==> src/rtl/cace_pkg.sv <==
package cace_pkg;

    localparam int ENTRIES_DEF  = 16;
    localparam int KEY_BITS_DEF = 32;

    // stream payload widths
    localparam int S_TDATA_W = 40;  // key, may_fill, entry_index, zero pad
    localparam int S_TUSER_W = 2;   // req_type
    localparam int M_TDATA_W = 8;   // slot, zero pad
    localparam int M_TUSER_W = 2;   // outcome

    // field positions in the slave tdata
    localparam int KEY_LSB  = 0;
    localparam int FILL_BIT = 32;
    localparam int IDX_LSB  = 33;

    typedef enum logic [1:0] {
        REQ_ACCESS = 2'd0,
        REQ_INVAL  = 2'd1,
        REQ_FLUSH  = 2'd2
    } t_req;

    typedef enum logic [1:0] {
        OUT_HIT    = 2'd0,
        OUT_FILL   = 2'd1,
        OUT_NOFILL = 2'd2,
        OUT_DONE   = 2'd3
    } t_outcome;

    typedef enum logic [1:0] {
        S_IDLE,
        S_LOOK,
        S_SWEEP
    } t_state;

    // key store port control
    typedef struct packed {
        logic rd_en;
        logic wr_en;
    } t_mem_ctl;

endpackage

==> src/rtl/clock_aged_entry_cache.sv <==
// Clock-replacement key cache, one request in flight at a time.
// Invalidate / flush / unknown: result registered on acceptance, with no lookup.
// Access: keys are read from entry 0 up; a hit ends the lookup, a miss past
// the last entry gives no-fill or a may_fill sweep (one key-store read or one
// hand step per cycle through the single compare unit). Next request is taken
// once the result transaction has completed. Reset (sync, active low) clears
// all valid marks, the hand, the sequencer state and the result valid flag.
module clock_aged_entry_cache #(
    parameter int ENTRIES  = cace_pkg::ENTRIES_DEF,
    parameter int KEY_BITS = cace_pkg::KEY_BITS_DEF
) (
    input  logic                           i_clk,
    input  logic                           i_rst_n,
    // request stream
    input  logic                           i_s_tvalid,
    output logic                           o_s_tready,
    // tdata: key[31:0], may_fill[32], entry_index[36:33], zero[39:37]
    input  logic [cace_pkg::S_TDATA_W-1:0] i_s_tdata,
    // tuser: req_type[1:0]
    input  logic [cace_pkg::S_TUSER_W-1:0] i_s_tuser,
    // result stream
    output logic                           o_m_tvalid,
    input  logic                           i_m_tready,
    // tdata: slot[3:0], zero[7:4]
    output logic [cace_pkg::M_TDATA_W-1:0] o_m_tdata,
    // tuser: outcome[1:0]
    output logic [cace_pkg::M_TUSER_W-1:0] o_m_tuser
);
    import cace_pkg::*;

    localparam int IDX_W = $clog2(ENTRIES);
    localparam logic [IDX_W-1:0] LAST = IDX_W'(ENTRIES - 1);

    // sequencer state
    t_state              r_state, n_state;
    logic [ENTRIES-1:0]  r_valid, n_valid;
    logic [IDX_W-1:0]    r_hand, n_hand;
    logic [IDX_W-1:0]    r_idx, n_idx;        // lookup read address
    logic [IDX_W-1:0]    r_rd_idx, n_rd_idx;  // entry whose key is on the read port
    logic                r_rd_vld, n_rd_vld;
    logic [KEY_BITS-1:0] r_key, n_key;
    logic                r_fill, n_fill;

    // result register
    logic                r_m_valid, n_m_valid;
    t_outcome            r_outcome, n_outcome;
    logic [3:0]          r_slot, n_slot;

    t_mem_ctl            mem_ctl;
    logic [KEY_BITS-1:0] rd_key;
    logic                s_acc;
    logic                hit;
    logic                idx_ok;
    logic [63:0]         key_wide;
    logic [KEY_BITS-1:0] key_in;
    logic [IDX_W+3:0]    inv_ext;
    logic [IDX_W+3:0]    hand_ext;
    logic [IDX_W+3:0]    rd_ext;
    logic [IDX_W-1:0]    hand_inc;
    logic [IDX_W-1:0]    idx_inc;

    assign s_acc      = i_s_tvalid && o_s_tready;
    assign o_s_tready = (r_state == S_IDLE) && !r_m_valid;

    // key compared on its low KEY_BITS bits, zero extended above 32
    assign key_wide = {32'b0, i_s_tdata[KEY_LSB +: 32]};
    assign key_in   = key_wide[KEY_BITS-1:0];

    // invalidate index, out of range requests change nothing
    assign idx_ok  = 32'(i_s_tdata[IDX_LSB +: 4]) < 32'(ENTRIES);
    assign inv_ext = {IDX_W'(0), i_s_tdata[IDX_LSB +: 4]};

    // slot reports the low four bits of an entry index
    assign hand_ext = {4'b0, r_hand};
    assign rd_ext   = {4'b0, r_rd_idx};

    assign hand_inc = (r_hand == LAST) ? '0 : r_hand + IDX_W'(1);
    assign idx_inc  = (r_idx  == LAST) ? '0 : r_idx  + IDX_W'(1);

    // the one compare unit: key on the read port against the request key
    assign hit = r_rd_vld && r_valid[r_rd_idx] && (rd_key == r_key);

    cace_key_store #(
        .ENTRIES  (ENTRIES),
        .KEY_BITS (KEY_BITS)
    ) u_keys (
        .i_clk     (i_clk),
        .i_ctl     (mem_ctl),
        .i_wr_addr (r_hand),
        .i_wr_data (r_key),
        .i_rd_addr (r_idx),
        .o_rd_data (rd_key)
    );

    always_ff @(posedge i_clk) begin
        if (!i_rst_n) begin
            r_state   <= S_IDLE;
            r_valid   <= '0;
            r_hand    <= '0;
            r_rd_vld  <= 1'b0;
            r_m_valid <= 1'b0;
        end else begin
            r_state   <= n_state;
            r_valid   <= n_valid;
            r_hand    <= n_hand;
            r_rd_vld  <= n_rd_vld;
            r_m_valid <= n_m_valid;
        end
    end

    always_ff @(posedge i_clk) begin
        r_idx     <= n_idx;
        r_rd_idx  <= n_rd_idx;
        r_key     <= n_key;
        r_fill    <= n_fill;
        r_outcome <= n_outcome;
        r_slot    <= n_slot;
    end

    always_comb begin
        n_state   = r_state;
        n_valid   = r_valid;
        n_hand    = r_hand;
        n_idx     = r_idx;
        n_rd_idx  = r_rd_idx;
        n_rd_vld  = r_rd_vld;
        n_key     = r_key;
        n_fill    = r_fill;
        n_m_valid = r_m_valid;
        n_outcome = r_outcome;
        n_slot    = r_slot;
        mem_ctl   = '0;

        if (r_m_valid && i_m_tready) begin
            n_m_valid = 1'b0;
        end

        case (r_state)
            S_IDLE: begin
                if (s_acc) begin
                    case (t_req'(i_s_tuser))
                        REQ_ACCESS: begin
                            // age out the entry under the hand first
                            n_valid[r_hand] = 1'b0;
                            n_hand          = hand_inc;
                            n_key           = key_in;
                            n_fill          = i_s_tdata[FILL_BIT];
                            n_idx           = '0;
                            n_rd_vld        = 1'b0;
                            n_state         = S_LOOK;
                        end
                        REQ_INVAL: begin
                            if (idx_ok) begin
                                n_valid[inv_ext[IDX_W-1:0]] = 1'b0;
                            end
                            n_m_valid = 1'b1;
                            n_outcome = OUT_DONE;
                            n_slot    = 4'd0;
                        end
                        REQ_FLUSH: begin
                            n_valid   = '0;
                            n_m_valid = 1'b1;
                            n_outcome = OUT_DONE;
                            n_slot    = 4'd0;
                        end
                        default: begin
                            // unknown request: no change
                            n_m_valid = 1'b1;
                            n_outcome = OUT_DONE;
                            n_slot    = 4'd0;
                        end
                    endcase
                end
            end
            S_LOOK: begin
                // read one key per cycle, compare it in the next cycle
                mem_ctl.rd_en = 1'b1;
                n_idx         = idx_inc;
                n_rd_idx      = r_idx;
                n_rd_vld      = 1'b1;
                if (hit) begin
                    n_m_valid = 1'b1;
                    n_outcome = OUT_HIT;
                    n_slot    = rd_ext[3:0];
                    n_rd_vld  = 1'b0;
                    n_state   = S_IDLE;
                end else if (r_rd_vld && (r_rd_idx == LAST)) begin
                    n_rd_vld = 1'b0;
                    if (r_fill) begin
                        n_state = S_SWEEP;
                    end else begin
                        n_m_valid = 1'b1;
                        n_outcome = OUT_NOFILL;
                        n_slot    = 4'd0;
                        n_state   = S_IDLE;
                    end
                end
            end
            S_SWEEP: begin
                // hand clears valid entries until it lands on a free one
                n_hand = hand_inc;
                if (r_valid[r_hand]) begin
                    n_valid[r_hand] = 1'b0;
                end else begin
                    mem_ctl.wr_en   = 1'b1;
                    n_valid[r_hand] = 1'b1;
                    n_m_valid       = 1'b1;
                    n_outcome       = OUT_FILL;
                    n_slot          = hand_ext[3:0];
                    n_state         = S_IDLE;
                end
            end
            default: begin
                n_state = S_IDLE;
            end
        endcase
    end

    assign o_m_tvalid = r_m_valid;
    assign o_m_tuser  = r_outcome;
    assign o_m_tdata  = {4'b0, r_slot};

    // an accepted request is either in progress or already answered
    a_acc_tracked: assert property (@(posedge i_clk) disable iff (!i_rst_n)
        s_acc |=> (r_state != S_IDLE) || r_m_valid)
        else $error("accepted request neither in progress nor answered");

    // the sweep always has a free entry ahead of it
    a_sweep_ends: assert property (@(posedge i_clk) disable iff (!i_rst_n)
        (r_state == S_SWEEP) |-> !(&r_valid))
        else $error("sweep started with every entry valid");

    // a fill leaves its entry valid and reports it
    a_fill_mark: assert property (@(posedge i_clk) disable iff (!i_rst_n)
        (r_state == S_SWEEP) && !r_valid[r_hand]
        |=> r_m_valid && (r_outcome == OUT_FILL) && r_valid[$past(r_hand)])
        else $error("fill not marked valid or not reported");

    // invalidate and flush leave the hand alone
    a_hand_hold: assert property (@(posedge i_clk) disable iff (!i_rst_n)
        s_acc && (i_s_tuser != REQ_ACCESS) |=> r_hand == $past(r_hand))
        else $error("hand moved on a non-access request");

    // no result is produced while one is still waiting
    a_no_overrun: assert property (@(posedge i_clk) disable iff (!i_rst_n)
        r_m_valid && !i_m_tready |=> r_m_valid && $stable(r_outcome) && $stable(r_slot))
        else $error("pending result overwritten");

endmodule

==> src/rtl/cace_key_store.sv <==
module cace_key_store #(
    parameter int ENTRIES  = cace_pkg::ENTRIES_DEF,
    parameter int KEY_BITS = cace_pkg::KEY_BITS_DEF
) (
    input  logic                       i_clk,
    input  cace_pkg::t_mem_ctl         i_ctl,
    input  logic [$clog2(ENTRIES)-1:0] i_wr_addr,
    input  logic [KEY_BITS-1:0]        i_wr_data,
    input  logic [$clog2(ENTRIES)-1:0] i_rd_addr,
    output logic [KEY_BITS-1:0]        o_rd_data
);
    import cace_pkg::*;

    logic [KEY_BITS-1:0] r_mem [ENTRIES];
    logic [KEY_BITS-1:0] r_rd_data;

    always_ff @(posedge i_clk) begin
        if (i_ctl.wr_en) begin
            r_mem[i_wr_addr] <= i_wr_data;
        end
    end

    always_ff @(posedge i_clk) begin
        if (i_ctl.rd_en) begin
            r_rd_data <= r_mem[i_rd_addr];
        end
    end

    assign o_rd_data = r_rd_data;

endmodule

==> config.mk <==
export PLATFORM = sky130hd
export DESIGN_NAME = clock_aged_entry_cache
export DESIGN_NICKNAME = d
export VERILOG_FILES = /design/src/rtl/cace_pkg.sv /design/src/rtl/clock_aged_entry_cache.sv /design/src/rtl/cace_key_store.sv
export SDC_FILE = /design/constraint.sdc
export NUM_CORES = 1
export LEC_CHECK = 0
export ABC_AREA = 1
export BUFFER_PORTS_ARGS = -buffer_cell sky130_fd_sc_hd__clkbuf_2
export CAP_MARGIN = 10
export CORE_ASPECT_RATIO = 0.9
export CORE_MARGIN = 2
export CORE_UTILIZATION = 61
export DETAILED_ROUTE_END_ITERATION = 12
export GPL_ROUTABILITY_DRIVEN = 0
export PLACE_DENSITY = 0.78
export SETUP_SLACK_MARGIN = 0.5
export SYNTH_ARGS = -nofsm -noshare
export SYNTH_HDL_FRONTEND = slang
export SYNTH_SLANG_ARGS = --single-unit
==> constraint.sdc <==
create_clock -name i_clk -period 8.2 [get_ports i_clk]
set_input_delay 0.41 -clock i_clk [delete_from_list [all_inputs] [get_ports i_clk]]
set_output_delay 0.41 -clock i_clk [all_outputs]
set_load 0.02 [all_outputs]
==> results of run 1 <==
per-stage QoR:
step | area [um^2] | setup slack (ns) | power [uW] | hold slack (ns) | util [%]
after floorplan | 25070 | 5.120 | 5662 | 0.4244 | -
after global placement | 25800 | 4.892 | 6219 | 0.5120 | 63.63
after detailed placement | 25800 | 4.799 | 6338 | 0.5188 | 63.63
after CTS | 27980 | 4.693 | 8982 | 0.02188 | 68.99
after global routing | 27980 | 4.373 | 9407 | 0.01866 | 68.99
final | 27980 | 4.680 | 8999 | 0.02618 | 68.99
flip-flops by register name, summed over array words and instances, names as in the netlist, named ones only:
register / cells
r_fill: 1
r_hand: 4
r_slot: 4
o_m_tuser: 2
r_state: 2
u_keys.r_mem: 512
r_idx: 4
r_rd_idx: 4
r_key: 32
u_keys.o_rd_data: 32
o_m_tvalid: 1
r_rd_vld: 1
report_power, final:
part | switching, uW | leakage [uW] | internal [uW]
sequential | 165 | 0.00553 | 3740
clock | 1130 | 0.000917 | 1510
combinational | 1730 | 0.00293 | 724
total | 3020 | 0.00937 | 5980
worst paths after layout:
kind	from	to	slack, ns	cells after the start
setup / recovery	r_idx[0]	u_keys.o_rd_data[2]	4.68	7
hold reg to reg	register	register	0.55	2
hold / removal	i_s_tdata[14]	r_key[14]	0.03	1
setup reg to reg	r_idx[0]	u_keys.o_rd_data[2]	4.68	7
logic make-up (layout without fill, tap and decap cells):
family	after synthesis	in the layout	synth area share, %
buffers and inverters	224	315	3.624
AOI/OAI and AO/OA	596	596	13.30
adders and majority gates	13	13	0.6490
xor gates and xnor gates	9	9	0.3145
DFF	615	615	72.73
and+or+nand+nor	602	602	9.366
other	1	4	0.01496
cell type report:
type	instances	area, um^2
Clock buffer	66	1439
Clock inverter	38	414.1
Fill cell	2716	12570
Inverter	99	377.9
Multi-Input combinational cell	1224	6048
Sequential cell	615	18230
Tap cell	540	675.6
Timing Repair Buffer	112	795.8
layer usage:
metal	up-vias	share of wire (%)
met5	-	0
met4	0	3.2
met3	159	11
met2	999	48
met1	8056	38
li1	7561	-
cells in the mapped netlist, types with 5 or more instances:
master / number
nand4_1: 5
o21ai_0: 332
o211ai_1: 13
buf_2: 14
a21oi_2: 12
clkbuf_1: 97
a22oi_1: 8
buf_4: 5
xor2_1: 9
inv_1: 93
nor2_2: 5
nand3_1: 12
ha_1: 13
o22ai_1: 154
edfxtp_1: 591
nor2_1: 407
dfxtp_1: 24
o21ai_1: 10
a21oi_1: 43
o2111ai_1: 9
a31oi_1: 9
nand2_1: 161
critical path: cells and delay by family (launching register included):
family,cells,cell delay (ns)
compound gates,4,0.77
buf+inv,3,2.03
flops,1,0.45
timing repair:
action	in CTS	in global routing
hold buffers	32	0
setup buffers	0	0
endpoints found under the hold margin	32	0
==> metrics.md, run 1 <==
| Metric | Value |
|---|---|
| Setup CP Type | register to register |
| Startpoint types | register |
| Worst IR drop on VDD | 234.0 uV |
| Minimum clock period | 3.520 ns |
| H-tree levels | 2 |
| Post-synthesis sequential area ratio | between 70 and 80% |
| Most frequent cells in the layout | edfxtp_1, nor2_1, o21ai_0 |
| Die Area | 42,730 um^2 |
| CTS tree | built |
| GR Overflow Total | 0 |
| Largest net degree at the start of global routing | 118 |
| Outcome | complete, no violations |
| DP Wirelength | 28.58 mm |
| Initial DRT Pass Iterations | 5 |
| # resized after CTS | 0 |
| Final Hold Violating Endpoints | 0 |
| M3 GR Usage | 4.791% |
| Synth unique cells | 41 |
| CP peak stage delay | 0.72 ns |
| Slew Viols, Final | 0 |
| Cell count after synthesis | approximately 2,100 |
| Clock insertion delay at the later pin of the skew report | 0.62 ns |
| Most common cell after layout, fill and taps aside | edfxtp_1 |
| Crit path DAT | 3.95 ns |
| Main area contributors after synthesis | edfxtp_1, o21ai_0, nor2_1 |
| Layout Nets | 2,167 |
| Req. time, crit path | between 8 and 9 ns |
| Port bufs | 50 |
| Hold WC Path Type | input port to register |
| Number of global-route vias before repair | 16,500 |
| Area growth from synthesis to layout | 11.63% |
| Cell Chain, Critical Path | inv_6, buf_4, buf_4, o21ai_0, o22ai_1, o21ai_0, o22ai_1 |
| Syn Std Cell Area | 25,060 um^2 |
| Root Buffer | clkbuf_16 |
| Setup TNS | 0 ns |
| Die W | 217.7 um |
| Share of layout cells above drive strength 1 | roughly 10% |
| Vias/cell | 6.227 |
| Routed Antenna Nets | 0 |
| Met2 usage | 45.84% |
| Die height | 196.3 um |
| Max-cap violation count | 0 |
| Core ar. | 40,550 um^2 |
| Routed length per instance | approximately 22 um |
| # diodes | 0 |
| Top cell type's share of synthesized area | 70.81% |
| Remaining DRCs | 0 |
| Most Crowded Layer GR | met2 |
| Asr flop ratio synth | 0% |
| RSZ-0062 raised after global routing | no |
| Std cell rows | 70 |
| Max_slew headroom | about 25% |
| Critical Path Sink Type | register |
| Max clock buf depth | 3 |
| Met1 Resource Use GR | 38.80% |
| Total Routing Usage GR | between 20% and 30% |
| Worst-path clk slew | 0.07 ns |
| Total number of vias | roughly 17,000 |
| Max frequency | 284.1 MHz |
| CP Max Fanout | 117 |
| P_leak | 0.009374 uW |
| Pwr per Cell Area | around 320 nW/um^2 |
| First-pass GRT wire length | 91.50 mm |
| Final worst-path cycle share | 42.92% |
| Routed WL | 60.00 mm |
| Yosys warns | 0 |
| CTS Sinks | just over 600 |
| Initial detailed-routing violation count | 2,500 |
| Final clock skew | 0.02130 ns |
| Placed Cells incl. Taps | around 2,600 |
| IO Pins | 58 |
| Post-synth EDFFs | 591 |
| Slowest CP cell | buf_4 |
| #FFs+latches synth | 615 |
| Main synth FF type | edfxtp_1 |
| CTS buffer count | 56 |
| Antenna violations before repair | 0 |
| Final setup violation count | 0 |
| Synth area leader | edfxtp_1 |
| Average instance area after synthesis | 12.17 um^2 |
| Initial Util | 61.80% |
| Post-route insts no fill | 2,694 |
| Slew @ Worst Pin | 1.118 ns |
Power figures use the tool's default switching activity.
==> run 2: changes to the inputs <==
--- a/config.mk
+++ b/config.mk
@@ -5,15 +5,15 @@
 export SDC_FILE = /design/constraint.sdc
 export NUM_CORES = 1
 export LEC_CHECK = 0
-export ABC_AREA = 1
+export ABC_AREA = 0
 export BUFFER_PORTS_ARGS = -buffer_cell sky130_fd_sc_hd__clkbuf_2
 export CAP_MARGIN = 10
 export CORE_ASPECT_RATIO = 0.9
 export CORE_MARGIN = 2
-export CORE_UTILIZATION = 61
+export CORE_UTILIZATION = 56
 export DETAILED_ROUTE_END_ITERATION = 12
 export GPL_ROUTABILITY_DRIVEN = 0
-export PLACE_DENSITY = 0.78
+export PLACE_DENSITY = 0.75
 export SETUP_SLACK_MARGIN = 0.5
 export SYNTH_ARGS = -nofsm -noshare
 export SYNTH_HDL_FRONTEND = slang
==> constraint.sdc (replaced) <==
create_clock -name i_clk -period 3.2 [get_ports i_clk]
set_input_delay 0.16 -clock i_clk [delete_from_list [all_inputs] [get_ports i_clk]]
set_output_delay 0.16 -clock i_clk [all_outputs]
set_load 0.02 [all_outputs]
==> metrics.md, run 2 <==
| Metric | Value |
|---|---|
| Most frequent cell after synthesis | edfxtp_1 |
| Port bufs | 50 |
| Post-synth EDFFs | approximately 590 |
| First-pass GRT wire length | 78.77 mm |
| Post-synthesis sequential area ratio | 75.84% |
| Routed Antenna Nets | 0 |
| P_leak | 0.009490 uW |
| Synth unique cells | 46 |
| Max clock buf depth | 3 |
| GR Overflow Total | 0 |
| Req. time, crit path | 3.53 ns |
| Slew @ Worst Pin | slightly below 0.7 ns |
| Total number of vias | 12,760 |
| Buffers & Inverters on Critical Path | 1 |
| Startpoint types | register |
| Setup TNS | 0 ns |
| Largest net degree at the start of global routing | 62 |
| Initial detailed-routing violation count | roughly 1,600 |
| Layout Nets | 1,409 |
| Cell Chain, Critical Path | mux4_2, mux4_2, or2_4, nor2_4, and2_4, clkbuf_16 |
| Critical Path Sink Type | register |
| Max frequency | 360.1 MHz |
| Max reg flops | approximately 510 |
| Die Area | 44,590 um^2 |
| CP Max Fanout | 5 |
| Final Hold Violating Endpoints | 0 |
| CTS buffer count | 57 |
| Antenna violations before repair | 1 |
| Final worst-path cycle share | 86.79% |
| Die height | 200.5 um |
| Placed Area | 25,620 um^2 |
| Most used cell, CP | mux4_2 |
| DP Wirelength | about 29 mm |
| Asr flop ratio synth | 0% |
| Final setup violation count | 0 |
| Switching power | 4168 uW |
| Register share of total power | 50.7% |
| Combinational Power Share | 10.5% |
| CP delay by family, top | multiplexers |
| Main synth FF type | edfxtp_1 |
| Number of global-route vias before repair | ~12,000 |
| RSZ-0062 raised after global routing | yes |
| Slew Viols, Final | 0 |
| Crit path DAT | 3.11 ns |
| Share of layout cells above drive strength 1 | 33.81% |
| Post-synth top cells | edfxtp_1, mux4_2, a21oi_1 |
| Minimum clock period | around 2.8 ns |
| Die W | 222.4 um |
| Top reg by flops | u_keys.r_mem |
| Std cell rows | 71 |
| Hold_ws | 0.1489 ns |
| IO Pins | 58 |
| Total Routing Usage GR | around a quarter |
| CTS Sinks | between 600 and 700 |
| Most common cell after layout, fill and taps aside | edfxtp_1 |
| Synth area leader | edfxtp_1 |
| Most frequent cells in the layout | edfxtp_1, mux4_2, clkbuf_16 |
| Yosys warns | 0 |
| Root Buffer | clkbuf_16 |
| #FFs+latches synth | between 600 and 700 |
| Initial DRT Pass Iterations | 5 |
| # diodes | 0 |
| Slowest CP cell | mux4_2 |
| CP peak stage delay | between 0.5 and 0.6 ns |
| Setup CP Type | register to register |
| Hold WC Path Type | input port to register |
| Sw Ratio | between 20 and 25% |
| Setup WS pre-CTS | 0.1185 ns |
| CTS tree | built |
| H-tree levels | 2 |
| Syn Std Cell Area | approximately 24,000 um^2 |
| Top cell type's share of synthesized area | roughly three quarters |
| Clock share of power | 38.8% |
| Post-route setup slack | 0.4227 ns |
| Fin area | 29,090 um^2 |
| Max_slew headroom | a little over half |
| Worst IR drop on VDD | 572.7 uV |
| Worst-path clk slew | 0.06 ns |
| Routed length per instance | approximately 31 um |
| Outcome | complete, no violations |
| Vias/cell | approximately 6.6 |
| Pwr per Cell Area | 630.2 nW/um^2 |
| Initial Util | 57.08% |
| Clock insertion delay at the later pin of the skew report | 0.63 ns |
| Core ar. | around 42,000 um^2 |
| Routed WL | 60.83 mm |
| Cell count after synthesis | between 1,000 and 1,500 |
| Max-cap violation count | 0 |
| Final clock skew | approximately 0.025 ns |
| Main area contributors after synthesis | edfxtp_1, mux4_2, dfxtp_1 |
| Final core utilization | 69.09% |
| Remaining DRCs | 0 |
| Area growth from synthesis to layout | 21.05% |
| Internal power | 14,170 uW |
| Average instance area after synthesis | 21.31 um^2 |
==> run 2: cells by family after synthesis <==
family                   Yosys count  share of synthesized area, %
multiplexers                     172                         16.01
AO/OA/AOI/OAI                     90                         2.171
other                              1                       0.01560
buffers and inverters             72                         1.213
XOR/XNOR                          34                         1.239
adder cells (fa/ha/maj)           13                        0.6768
AND/OR/NAND/NOR                  131                         2.832
flip-flops                       615                         75.84
==> run 2: area by class of cell <==
type / instances / area (um^2)
fillers: 2543 / 13020
inverters: 13 / 48.80
well taps: 547 / 684.4
clock inverters: 34 / 451.7
multi-input cells: 444 / 5618
repair buffers: 219 / 2569
flip-flops and latches: 615 / 18230
clock buffers: 68 / 1489
==> run 2: worst paths after layout <==
kind                                 start              endpoint  slack (ns)  depth (start not counted)
worst max-delay path             r_hand[1]  u_keys.r_mem[10][14]        0.42                          6
worst min-delay path            i_s_tvalid             r_hand[0]        0.15                          5
worst max register to register   r_hand[1]  u_keys.r_mem[10][14]        0.42                          6
worst min register to register    register              register        0.52                          2
==> run 2: power by group through the flow <==
stage	Combinational [uW]	Sequential [uW]	Clock, uW
2_1_floorplan	1210	9450	0
3_3_place_gp	1780	9460	0
3_5_place_dp	1820	9470	0
4_1_cts	1880	9290	7160
5_1_grt	2050	9300	7490
6_report	1930	9290	7120
==> run 2: repair_timing <==
action                                  4_1_cts  5_1_grt
gates resized for setup                      12       30
hold buffers                                 35        0
hold endpoints to repair                     42        0
endpoints found under the setup margin      526      426
cloned                                        2       27
setup buffers                                16       25
pin swaps                                     4        7
==> run 2: stage by stage <==
step	cells	power [uW]
4_1_cts	1888	18330
6_report	1940	18340
5_1_grt	1940	18840
3_5_place_dp	1733	11290
3_3_place_gp	1733	11240
2_1_floorplan	1131	10660
==> run 2: metal layers <==
metal	global-route usage, %	vias up	routed length (um)
li1	-	5128	-
met1	35.33	6693	23530
met2	37.98	796	28640
met3	5.240	140	6255
met4	6.568	0	2415
met5	0	-	0
==> run 2: worst reg2reg max path, stage by stage (launching register included) <==
cell and delay [ns]:
dfxtp_4 0.40, mux4_2 0.51, mux4_2 0.51, or2_4 0.32, nor2_4 0.24, and2_4 0.31, clkbuf_16 0.21
==> run 3: changes to the inputs <==
--- a/config.mk
+++ b/config.mk
@@ -8,12 +8,12 @@
 export ABC_AREA = 0
 export BUFFER_PORTS_ARGS = -buffer_cell sky130_fd_sc_hd__clkbuf_2
 export CAP_MARGIN = 10
-export CORE_ASPECT_RATIO = 0.9
+export CORE_ASPECT_RATIO = 1.1
 export CORE_MARGIN = 2
 export CORE_UTILIZATION = 56
 export DETAILED_ROUTE_END_ITERATION = 12
 export GPL_ROUTABILITY_DRIVEN = 0
-export PLACE_DENSITY = 0.75
+export PLACE_DENSITY = 0.72
 export SETUP_SLACK_MARGIN = 0.5
 export SYNTH_ARGS = -nofsm -noshare
 export SYNTH_HDL_FRONTEND = slang
==> metrics.md, run 3 (synthesis gave the netlist of run 2 again) <==
| Metric | Value |
|---|---|
| Outcome | complete, no violations |
| Final clock skew | 0.01157 ns |
| Root Buffer | clkbuf_16 |
| Req. time, crit path | 3.52 ns |
| Placed Cells incl. Taps | 1,755 |
| Initial Util | 56.81% |
| CP delay by family, top | multiplexers |
| Core ar. | 42,310 um^2 |
| Max frequency | 363.7 MHz |
| Setup WS pre-CTS | 0.1751 ns |
| Final Hold Violating Endpoints | 0 |
| P_leak | 0.009458 uW |
| Final core utilization | between 60% and 70% |
| Number of global-route vias before repair | ~12,000 |
| Post-route insts no fill | 1,980 |
| Port bufs | 50 |
| Worst reg2reg startpoint | r_hand[1] |
| Routed length per instance | 27.77 um |
| Top reg by flops | u_keys.r_mem |
| GR Overflow Total | 0 |
| Initial DRT Pass Iterations | 5 |
| Antenna violations before repair | 0 |
| First-pass GRT wire length | ~77 mm |
| Largest net degree at the start of global routing | 57 |
| Die height | between 200 and 250 um |
| Slew @ Worst Pin | 0.7775 ns |
| Initial detailed-routing violation count | 1,337 |
| CTS Sinks | 615 |
| Crit path DAT | 3.07 ns |
| Std cell rows | 79 |
| Setup TNS | 0 ns |
| Total Routing Usage GR | 23.74% |
| CTS buffer count | 59 |
| Setup CP Type | register to register |
| RSZ-0062 raised after global routing | yes |
| Hold WC Path Type | input port to register |
| Worst IR drop on VDD | 509.3 uV |
| Multi-input combinational cell area | 5609 um^2 |
| Critical Path Sink Type | register |
| DP Wirelength | 28.85 mm |
| CP Max Fanout | 16 |
| # diodes | 0 |
| Slew Viols, Final | 0 |
| Routed WL | 54.98 mm |
| Routed Antenna Nets | 0 |
| Final worst-path cycle share | between 80 and 90% |
| Cell Chain, Critical Path | mux4_2, mux4_2, or2_4, nor2_4, and2_4, buf_16 |
| Startpoint types | register |
| Layout Nets | 1,427 |
| Clock insertion delay at the later pin of the skew report | 0.62 ns |
| Crit path depth | 6 |
| Max reg flops | 512 |
| Slowest CP cell | mux4_2 |
| Max-cap violation count | 0 |
| CP peak stage delay | 0.52 ns |
| H-tree levels | 2 |
| Seq. cell area | 18,230 um^2 |
| R2R cell count | 6 |
| R2r setup slk | 0.45 ns |
| Area growth from synthesis to layout | 20.66% |
| Crit path from | r_hand[1] |
| Die Area | between 40,000 and 50,000 um^2 |
| IO Pins | 58 |
| Most frequent cells in the layout | edfxtp_1, mux4_2, buf_4 |
| CTS tree | built |
| Max_slew headroom | around half |
| Setup crit end | u_keys.r_mem[7][4] |
| Most used cell, CP | mux4_2 |
| # fillers | 2,639 |
| Minimum clock period | 2.750 ns |
| Worst-path clk slew | ~0.060 ns |
| Buffers & Inverters on Critical Path | 1 |
| Remaining DRCs | 0 |
| Vias/cell | 6.111 |
| Post-route setup slack | 0.4503 ns |
| Worst reg2reg endpoint | u_keys.r_mem[7][4] |
| Most common cell after layout, fill and taps aside | edfxtp_1 |
| Total number of vias | ~12,000 |
| Pwr per Cell Area | 610.8 nW/um^2 |
| Final setup violation count | 0 |
| Max clock buf depth | 3 |
| Share of layout cells above drive strength 1 | approximately a third |
| Die W | 201.5 um |
run 3: changes by cell type in the layout (fill, tap and decap cells not counted), sizes merged:
cell / delta
buf: +22
and2: +1
bufinv: -9
clkinv: +7
inv: +2
clkbuf: -3
run 3: power by group:
| group | switching [uW] | total [uW] | leakage (uW) | internal, uW |
|---|---|---|---|---|
| clock | 2930 | 6510 | 0.000878 | 3590 |
| combinational | 1030 | 1900 | 0.00306 | 871 |
| sequential | 176 | 9290 | 0.00552 | 9120 |
run 3: what timing repair did:
item | CTS | global route
hold buffers | 35 | 0
pin swaps | 4 | 2
gates resized for setup | 8 | 9
gates cloned | 2 | 18
buffers inserted | 12 | 52
endpoints found under the setup margin | 518 | 382
hold endpoints to repair | 42 | 0
run 3: worst min path at each step:
stage / slack [ns] / to / cells after the start / from
after floorplan: 0.26 / r_fill / 0 / i_s_tdata[32]
after global placement: 0.34 / r_key[1] / 1 / i_s_tdata[1]
after detailed placement: 0.34 / r_key[10] / 1 / i_s_tdata[10]
after CTS: 0.13 / r_hand[1] / 5 / i_s_tvalid
after global routing: 0.20 / r_hand[1] / 5 / i_s_tvalid
final: 0.16 / r_hand[1] / 5 / i_s_tvalid
run 3: worst reg2reg max path: stages (launching register included):
cell     delay [ns]
dfxtp_4        0.41
mux4_2         0.52
mux4_2         0.50
or2_4          0.32
nor2_4         0.21
and2_4         0.28
buf_16         0.20
run 3: layout make-up:
| cell class | count | area share [%] |
|---|---|---|
| clock buffer | 72 | 5.333 |
| inverter | 13 | 0.1683 |
| sequential | 615 | 62.87 |
| clock inverter | 34 | 0.8241 |
| multi-input combinational | 445 | 19.34 |
| tap | 567 | 2.446 |
| timing repair buffer | 234 | 9.013 |
run 3: layer usage:
metal  share of wire (%)  up-vias  global-route usage [%]  wire length, um
met1                  39     6310                   32.97            21360
met5                   0        -                       0                0
met4                 2.8        0                   8.966             1556
met2                  51      535                   38.88            28050
li1                    -     5165                       -                -
met3                 7.3       89                   3.476             4004
run 3: stage by stage:
| step | power (uW) | hold slack [ns] | instance area, um^2 |
|---|---|---|---|
| global placement | 11260 | 0.3364 | 25760 |
| finish | 17710 | 0.1562 | 29000 |
| CTS | 17760 | 0.1299 | 28130 |
| global route | 18260 | 0.2003 | 29000 |
| floorplan | 10660 | 0.2589 | 24120 |
| detailed placement | 11290 | 0.3386 | 25760 |
